$ cat config.mk
export PLATFORM = sky130hd
export DESIGN_NAME = lpr_cell
export DESIGN_NICKNAME = d
export VERILOG_FILES = /design/src/design/lpr_pkg.sv /design/src/design/lpr_cell.sv
export SDC_FILE = /design/constraint.sdc
export NUM_CORES = 1
export LEC_CHECK = 0
export BUFFER_PORTS_ARGS = -buffer_cell sky130_fd_sc_hd__buf_2
export CAP_MARGIN = 20
export CORE_AREA = 2 2 196 198
export CTS_CLUSTER_SIZE = 12
export DETAILED_ROUTE_END_ITERATION = 10
export DIE_AREA = 0 0 198 200
export HOLD_SLACK_MARGIN = 0.15
export SYNTH_ARGS = -nofsm -noshare
export SYNTH_HDL_FRONTEND = slang
export SYNTH_SLANG_ARGS = --single-unit
$ cat constraint.sdc
create_clock -name clk -period 3.7 [get_ports clk]
set_input_delay 0.555 -clock clk [delete_from_list [all_inputs] [get_ports clk]]
set_output_delay 0.555 -clock clk [all_outputs]
set_load 0.05 [all_outputs]
$ cat src/design/lpr_pkg.sv
`timescale 1ns / 1ps
// Shared types and constants of the longest-prefix route lookup.
// Used by lpr_cell and longest_prefix_route_lookup_top; depends on nothing.
package lpr_pkg;

	// Width of a table index carried along the chain; covers up to 256 entries.
	localparam int IDX_W = 8;

	typedef enum logic [1:0] {
		VERDICT_NO_ROUTE = 2'd0,
		VERDICT_LOCAL    = 2'd1,
		VERDICT_EXPIRED  = 2'd2,
		VERDICT_FORWARD  = 2'd3
	} verdict_t;

	typedef enum logic {
		MODE_WRITE = 1'b0,
		MODE_ROUTE = 1'b1
	} mode_t;

	// Table write broadcast to every cell.
	typedef struct packed {
		logic        en;
		logic [3:0]  index;
		logic [31:0] prefix;
		logic [31:0] mask;
		logic [31:0] gateway;
		logic [15:0] port;
	} wr_t;

	// Search token handed from cell to cell.
	typedef struct packed {
		logic             valid;
		logic [31:0]      dest;
		logic [7:0]       ttl;
		logic [31:0]      best_mask;
		logic             have_best;
		logic [IDX_W-1:0] best_idx;
		logic [31:0]      best_gw;
		logic [15:0]      best_port;
		logic             have_dflt;
		logic [IDX_W-1:0] dflt_idx;
		logic [31:0]      dflt_gw;
		logic [15:0]      dflt_port;
	} tok_t;

endpackage

$ cat src/design/lpr_cell.sv
`timescale 1ns / 1ps
// One routing table entry with its stage of the search chain.
// Depends on lpr_pkg for the write and token types.
module lpr_cell #(
	parameter int CELL_IDX = 0
) (
	input  logic          clk,
	input  logic          arst_n,
	input  lpr_pkg::wr_t  wr,
	input  logic [4:0]    route_count,
	input  lpr_pkg::tok_t tok_i,
	output lpr_pkg::tok_t tok_o
);

	localparam logic [lpr_pkg::IDX_W-1:0] MY_IDX = CELL_IDX[lpr_pkg::IDX_W-1:0];

	logic [31:0] prefix_q;
	logic [31:0] mask_q;
	logic [31:0] gateway_q;
	logic [15:0] port_q;

	logic          valid_q;
	lpr_pkg::tok_t tok_q;
	lpr_pkg::tok_t tok_d;
	logic          active;
	logic          is_match;
	logic          is_dflt;

	always_ff @(posedge clk) begin
		if (wr.en && ({4'b0, wr.index} == MY_IDX)) begin
			prefix_q  <= wr.prefix;
			mask_q    <= wr.mask;
			gateway_q <= wr.gateway;
			port_q    <= wr.port;
		end
	end

	// The entry takes part only when it lies inside the configured count.
	assign active   = ({3'b0, route_count} > MY_IDX);
	assign is_match = active && (((prefix_q ^ tok_i.dest) & mask_q) == 32'd0)
		&& (mask_q > tok_i.best_mask);
	assign is_dflt  = active && (prefix_q == 32'd0) && (mask_q == 32'd0);

	always_comb begin
		tok_d = tok_i;
		if (is_match) begin
			tok_d.best_mask = mask_q;
			tok_d.have_best = 1'b1;
			tok_d.best_idx  = MY_IDX;
			tok_d.best_gw   = gateway_q;
			tok_d.best_port = port_q;
		end
		if (is_dflt) begin
			tok_d.have_dflt = 1'b1;
			tok_d.dflt_idx  = MY_IDX;
			tok_d.dflt_gw   = gateway_q;
			tok_d.dflt_port = port_q;
		end
	end

	always_ff @(posedge clk or negedge arst_n) begin
		if (!arst_n) begin
			valid_q <= 1'b0;
		end else begin
			valid_q <= tok_i.valid;
		end
	end

	always_ff @(posedge clk) begin
		tok_q <= tok_d;
	end

	always_comb begin
		tok_o       = tok_q;
		tok_o.valid = valid_q;
	end

endmodule
==> impl_metrics.yaml, run 1 <==
outcome:
  status: "finished clean"
synth:
  ys_seq_area_frac: 0.698
  synth_seq_cells: 299
  synth.distinct_cells: 34
  syn-num-nets: 999
  syn_inst: 656
  syn_area_sq_um: 10200
  syn_avg_cell_area_sq_um: 15.5
  ys_warn_count: 0
timing:
  fin_skew_ns: 0.0179
  min_period_over_period: 0.815
  max_slew_margin: 0.419
  worst_pin_slew_ns: 0.872
  setup_tns_ns: 0
  slew_violations: 0
  worst_slack_ns: 0.685
  min_period_ns: 3.01
  setup_violations: 0
  rsz0062_at_grt: "false"
  final-hold-violation-count: 0
  fmax_ghz: 0.332
placement:
  port_buffers: 497
  hpwl_mm: 25.3
  placed_area_sq_um: 13400
  dp_slack_ns: 0.524
  gp_congestion: 0.806
route:
  drc: 0
  met2_length_mm: 16.5
  wl_per_cell_microns: 18.8
  via_per_inst: 4.20
  met3_length_mm: 2.69
  totalWireLength_mm: 33.0
  top_layer: "met5"
  drtIter0Drc: 191
  ant_nets: 0
  vias: 7364
  drt-met1-wl_mm: 12.9
  first_pass_iters: 4
global_route:
  antenna_found_initial: 7
  grt_max_degree: 69
  grt_pass1_vias: 7680
  grt_overflow: 0
  grt_pass1_wl_mm: 45.8
  grt_util_all_layers: 0.158
clock_network:
  cts_sinks: 299
  htreeDepth: 2
  cts_inserted_buffers: 34
  clockBufferDepth: 3
  clk_latency_ns: 0.52
  cts_hold_buffers: 33
  ctsResizeCount: 0
  post-cts-setup-buffer-count: 0
  clockRootBuffer: "clkbuf_16"
  clk_pin_slew_ns: 0.06
  cts_tree: "done"
die:
  die_w_microns: 198
  io_pins: 498
  initial_core_util: 0.273
  die_h_microns: 200
  rows: 71
  core_area_sq_um: 37400
  die_area_sq_um: 39600
finish:
  finish.instance_area_sq_um: 14800
  area_growth_pct: 44.9
  layout.nets: 1557
  fin_util: 0.395
  drive_above_1_share: 0.553
power_and_ir_drop:
  power_density_nw_per_um2: 524
  p_leak_nw: 6.62
  ir_worst_vdd_uv: 401
worst_setup_path:
  worstSetupPathType: "reg2reg"
  crit_arrival_ns: 3.42
  r2r_start: "mask_q[14]$_DFFE_PP_"
  r2r_cells: 8
  required_ns: 4.11
  critPathCaptureType: "register"
  cp-start-kind: "register"
  r2r_slack_ns: 0.69
  reg2reg_to: "tok_o[90]$_DFF_P_"
  crit_fanout: 52
flow_run:
  drv_cap: 0
worst_hold_path:
  hold_end: "tok_o[171]$_DFF_P_"
  hold_depth: 1
  worstHoldStart: "tok_i[171]"
  hold_class: "in2reg"
-- how the worst max path moves through the flow --
stage,start,end,cells after the start
final,mask_q[14]$_DFFE_PP_,tok_o[90]$_DFF_P_,8
after global placement,tok_i[125],tok_o[83]$_DFF_P_,10
after floorplan,tok_i[128],tok_o[134]$_DFF_P_,10
after global routing,mask_q[21]$_DFFE_PP_,tok_o[58]$_DFF_P_,8
after CTS,mask_q[30]$_DFFE_PP_,tok_o[58]$_DFF_P_,8
after detailed placement,tok_i[125],tok_o[90]$_DFF_P_,10
-- final cells by class --
type | count | area, sq um
diodes | 5 | 12.5
well taps | 511 | 639
fillers | 3596 | 22600
clock buffers | 49 | 1000
inverters | 32 | 120
clock inverters | 9 | 77.6
multi-input cells | 309 | 2890
flip-flops and latches | 299 | 7110
repair buffers | 538 | 2920
-- flip-flops by register name (all words and copies together) (netlist names) --
signal,flops
mask_q,32
tok_o,186
port_q,16
prefix_q,32
gateway_q,32
valid_q,1
-- cell usage after synthesis (all sizes together) --
| cell type | number | area [sq um] |
|---|---|---|
| edfxtp | 112 | 3360 |
| o2111ai | 1 | 15.0 |
| nand2b | 3 | 18.8 |
| nand3 | 2 | 10.0 |
| or4 | 2 | 15.0 |
| a31oi | 1 | 6.26 |
| nand4 | 13 | 81.3 |
| nor4 | 18 | 113 |
| and2 | 17 | 106 |
| a211oi | 1 | 7.51 |
| nand2 | 9 | 33.8 |
| clkbuf | 7 | 26.3 |
| a222oi | 1 | 10.0 |
| ha | 32 | 400 |
| o211ai | 1 | 7.51 |
| inv | 32 | 120 |
| a22oi | 15 | 113 |
| dfrtp | 1 | 25.0 |
| o31ai | 1 | 7.51 |
| and4 | 1 | 8.76 |
| buf | 9 | 60.1 |
| mux2 | 128 | 1480 |
| nor3 | 3 | 15.0 |
| o21ai | 5 | 25.0 |
| a21o | 3 | 22.5 |
| nor2 | 3 | 11.3 |
| a221oi | 1 | 8.76 |
| nor2b | 2 | 12.5 |
| dfxtp | 186 | 3720 |
| a21oi | 14 | 70.1 |
| xor2 | 32 | 280 |
-- where the power goes --
group | switching (mW) | internal (mW)
registers | 0.0481 | 3.55
logic | 0.583 | 0.308
clock network | 1.30 | 1.95
total | 1.93 | 5.80
-- through the flow --
| stage | cells | power [mW] | hold slack [ns] |
|---|---|---|---|
| 6_report | 1752 | 7.73 | 0.186 |
| 5_1_grt | 1751 | 8.02 | 0.155 |
| 4_1_cts | 1747 | 7.83 | 0.152 |
| 3_5_place_dp | 1656 | 4.53 | 0.333 |
| 3_3_place_gp | 1656 | 4.52 | 0.335 |
| 2_1_floorplan | 656 | 4.19 | 0.259 |
-- cells by family after synthesis --
kind of cell	after synthesis	synth area share
flops	299	0.698
fa+ha+maj	32	0.0393
compound gates	44	0.0287
mux	128	0.145
simple gates	73	0.0417
buf+inv	48	0.0202
xor+xnor	32	0.0275
-- placed cells by master, fill, tap and decap left out, types with 8 or more instances in the layout --
cell type      count
a22oi_1           15
dlygate4sd3_1     33
dfxtp_1          186
edfxtp_1         112
mux2_4            10
xor2_1            32
mux2_2           118
ha_1              32
clkbuf_1           8
inv_1             32
nand4_1           13
and2_1            16
nor4_1            18
a21oi_1           14
buf_2            497
nand2_1            8
clkbuf_16         36
-- worst max-delay path, stage by stage, from the launching register on --
cell	delay [ns]
edfxtp_1	0.51
ha_1	0.37
nand4_1	0.11
or4_1	0.59
a21o_1	0.19
a31oi_1	0.28
o2111ai_4	0.21
buf_12	0.25
mux2_2	0.33
-- layer usage --
metal | vias to the layer above | GRT usage
met3 | 55 | 0.0533
li1 | 3495 | -
met5 | - | 0
met4 | 4 | 0.0685
met1 | 3476 | 0.178
met2 | 334 | 0.273
(Power assumes the default switching activity.)
==> inputs of run 2 (changes only) <==
--- a/config.mk
+++ b/config.mk
@@ -5,12 +5,13 @@
 export SDC_FILE = /design/constraint.sdc
 export NUM_CORES = 1
 export LEC_CHECK = 0
+export ABC_AREA = 1
 export BUFFER_PORTS_ARGS = -buffer_cell sky130_fd_sc_hd__buf_2
 export CAP_MARGIN = 20
-export CORE_AREA = 2 2 196 198
+export CORE_AREA = 2 2 195 197
 export CTS_CLUSTER_SIZE = 12
 export DETAILED_ROUTE_END_ITERATION = 10
-export DIE_AREA = 0 0 198 200
+export DIE_AREA = 0 0 197 199
 export HOLD_SLACK_MARGIN = 0.15
 export SYNTH_ARGS = -nofsm -noshare
 export SYNTH_HDL_FRONTEND = slang
==> constraint.sdc (replaced) <==
create_clock -name clk -period 2.7 [get_ports clk]
set_input_delay 0.405 -clock clk [delete_from_list [all_inputs] [get_ports clk]]
set_output_delay 0.405 -clock clk [all_outputs]
set_load 0.05 [all_outputs]
==> impl_metrics.yaml, run 2 <==
finish:
  area_growth_pct: 68.5
  largest_register_ffs: 186
  layout_commonest_cell: "buf_2"
  layout_common_cells: "497 x buf_2, 407 x nand2_1, 299 x dlygate4sd3_1"
  fillCellCount: 3249
  drive_above_1_share: 0.298
  fin_util: 0.486
  antenna_cells: 0
  layout.nets: 2257
placement:
  dp_slack_ns: 0.194
  hpwl_mm: 28.1
  port_buffers: 497
  gp_congestion: 0.881
clock_network:
  cts_sinks: 299
  clk_latency_ns: 0.53
  cts_inserted_buffers: 34
  htreeDepth: 2
  clockBufferDepth: 3
  cts_tree: "done"
  clk_pin_slew_ns: 0.06
  clockRootBuffer: "clkbuf_16"
synth:
  synth_edf_count: 112
  yosysTopAreaCell: "dfxtp_1"
  synth_seq_cells: 299
  ys_warn_count: 0
  synth_commonest_cells: "409 x nand2_1, 186 x dfxtp_1, 112 x edfxtp_1"
  syn_area_sq_um: 10700
  ys.flop_type: "dfxtp_1"
  yosys.area.top_type_share: 0.347
  syn_inst: 1102
  synth.distinct_cells: 27
  syn-num-nets: 1445
  ys_seq_area_frac: 0.664
  yosys-top-cells-area: "dfxtp_1 35%, edfxtp_1 31%, nand2_1 14%, nand3_1 5.0%, ha_1 3.7%"
  syn_avg_cell_area_sq_um: 9.72
  synthMostInstantiatedCell: "nand2_1"
  async_flop_share: 0.00334
power_and_ir_drop:
  internal_power_mw: 8.39
  swShare: 0.257
  power.share.combinational: 0.144
  p_leak_nw: 8.80
  p_switching_mw: 2.90
  seq_power_share: 0.437
  power_density_nw_per_um2: 625
  p_clk_frac: 0.419
  p_total_mw: 11.3
  ir_worst_vdd_uv: 516
route:
  totalWireLength_mm: 41.3
  ant_nets: 0
  wl_per_cell_microns: 17.1
  first_pass_iters: 8
  drtIter0Drc: 568
  drc: 0
  via_per_inst: 4.48
  vias: 10800
worst_setup_path:
  cp-start-kind: "primary input"
  r2r_slack_ns: 0.26
  cpMaxStageDelayCell: "dlygate4sd3_1"
  crit_top_cell: "nand2_1"
  worstSetupPathType: "in2reg"
  required_ns: 3.16
  critical-path-top-delay-family: "simple AND/OR/NAND/NOR gates"
  cp_num_cells: 14
  critPathCaptureType: "register"
  crit_arrival_ns: 3.04
  crit_fanout: 46
  slowest_delay_ns: 0.54
  path_buf_inv: 4
  path_cells: "dlygate4sd3_1 > buf_2 > inv_1 > ha_1 > a21oi_1 > nor2_1 > nor3_1 > nand2_1 > a21oi_1 > nand2_4 > nand2_4 > buf_16 > nand2_1 > nand2_1"
  r2r_start: "mask_q[29]$_DFFE_PP_"
  reg2reg_to: "tok_o[69]$_DFF_P_"
  r2r_cells: 11
timing:
  max_slew_margin: 0.578
  worst_pin_slew_ns: 0.633
  setup_violations: 0
  fmax_ghz: 0.388
  min_period_over_period: 0.954
  min_period_ns: 2.58
  setup_tns_ns: 0
  final-hold-violation-count: 0
  worst_slack_ns: 0.124
  slew_violations: 0
  fin_skew_ns: 0.0235
  rsz0062_at_grt: "false"
outcome:
  status: "finished clean"
die:
  initial_core_util: 0.289
  die_h_microns: 199
  die_area_sq_um: 39200
  core_area_sq_um: 37100
  die_w_microns: 197
  io_pins: 498
  rows: 71
global_route:
  grt_overflow: 0
  antenna_found_initial: 0
  grt_pass1_vias: 11100
  grt_pass1_wl_mm: 60.2
  grt_max_degree: 65
  grt_util_all_layers: 0.202
flow_run:
  drv_cap: 0
worst_hold_path:
  hold_class: "in2async"
-- run 2: changes by cell type after synthesis, sizes merged, moves of 15 or more --
cell	previous run	this run
xor2	32	0
nand2	9	410
nor2	3	66
inv	32	89
and2	17	1
nand3	2	106
buf	9	28
a22oi	15	0
mux2	128	0
-- run 2: routing by layer --
metal	part of all wire	global-route usage
met2	0.49	0.340
met1	0.41	0.248
met5	0	0
met4	0.035	0.0863
met3	0.072	0.0487
-- run 2: kinds of logic (layout without fill, tap and decap cells) --
| kind of cell | after synthesis | in the layout | share of synthesized area |
|---|---|---|---|
| AOI/OAI and AO/OA | 43 | 43 | 0.0224 |
| xor gates and xnor gates | 1 | 1 | 0.000817 |
| adders and majority gates | 32 | 32 | 0.0374 |
| buffers and inverters | 127 | 961 | 0.0485 |
| DFF | 299 | 299 | 0.664 |
| and+or+nand+nor | 600 | 600 | 0.227 |
-- run 2: final cells by class --
type                            count  area [sq um]  share of cell area
Tap cell                          474           593              0.0328
Clock inverter                      6          87.6             0.00485
Timing Repair Buffer              814          5750               0.318
Sequential cell                   299          7110               0.394
Inverter                           89           334              0.0185
Clock buffer                       52          1050              0.0583
Multi-Input combinational cell    676          3130               0.173
-- run 2: through the flow --
| stage | std cells | area [sq um] | hold WS (ns) |
|---|---|---|---|
| after floorplan | 1102 | 10700 | 0.109 |
| after global placement | 2053 | 13900 | 0.179 |
| after detailed placement | 2053 | 13900 | 0.181 |
| after CTS | 2410 | 18000 | 0.158 |
| after global routing | 2410 | 18100 | 0.185 |
| final | 2410 | 18100 | 0.215 |
-- run 2: power by group through the flow --
stage | Clock [mW] | Sequential (mW) | Combinational [mW]
finish | 4.73 | 4.93 | 1.63
global placement | 0 | 5.02 | 1.25
CTS | 4.84 | 4.93 | 1.61
floorplan | 0 | 5.54 | 0.225
detailed placement | 0 | 5.02 | 1.26
global route | 5.00 | 4.94 | 1.72
-- run 2: worst max-delay path by stage --
stage                    start                     end  slack [ns]
finish              tok_i[143]       tok_o[69]$_DFF_P_        0.12
global route        tok_i[145]       tok_o[69]$_DFF_P_        0.01
CTS                 tok_i[145]       tok_o[74]$_DFF_P_        0.19
detailed placement  tok_i[145]       tok_o[74]$_DFF_P_        0.19
global placement    tok_i[145]       tok_o[80]$_DFF_P_        0.19
floorplan              wr[115]  gateway_q[0]$_DFFE_PP_       -0.93
-- run 2: repair_timing --
action	CTS	global route
buffers inserted	0	0
endpoints found under the setup margin	0	31
gates resized for setup	0	3
hold buffers	299	0
hold endpoints to repair	299	0
-- run 2: worst reg2reg max path, stage by stage, from the launching register on --
cell and delay [ns]:
edfxtp_1 0.44, ha_1 0.32, a21oi_1 0.15, nor2_1 0.06, nor3_1 0.20, nand2_1 0.14
a21oi_1 0.24, nand2_4 0.19, nand2_4 0.16, buf_16 0.21, nand2_1 0.19, nand2_1 0.10
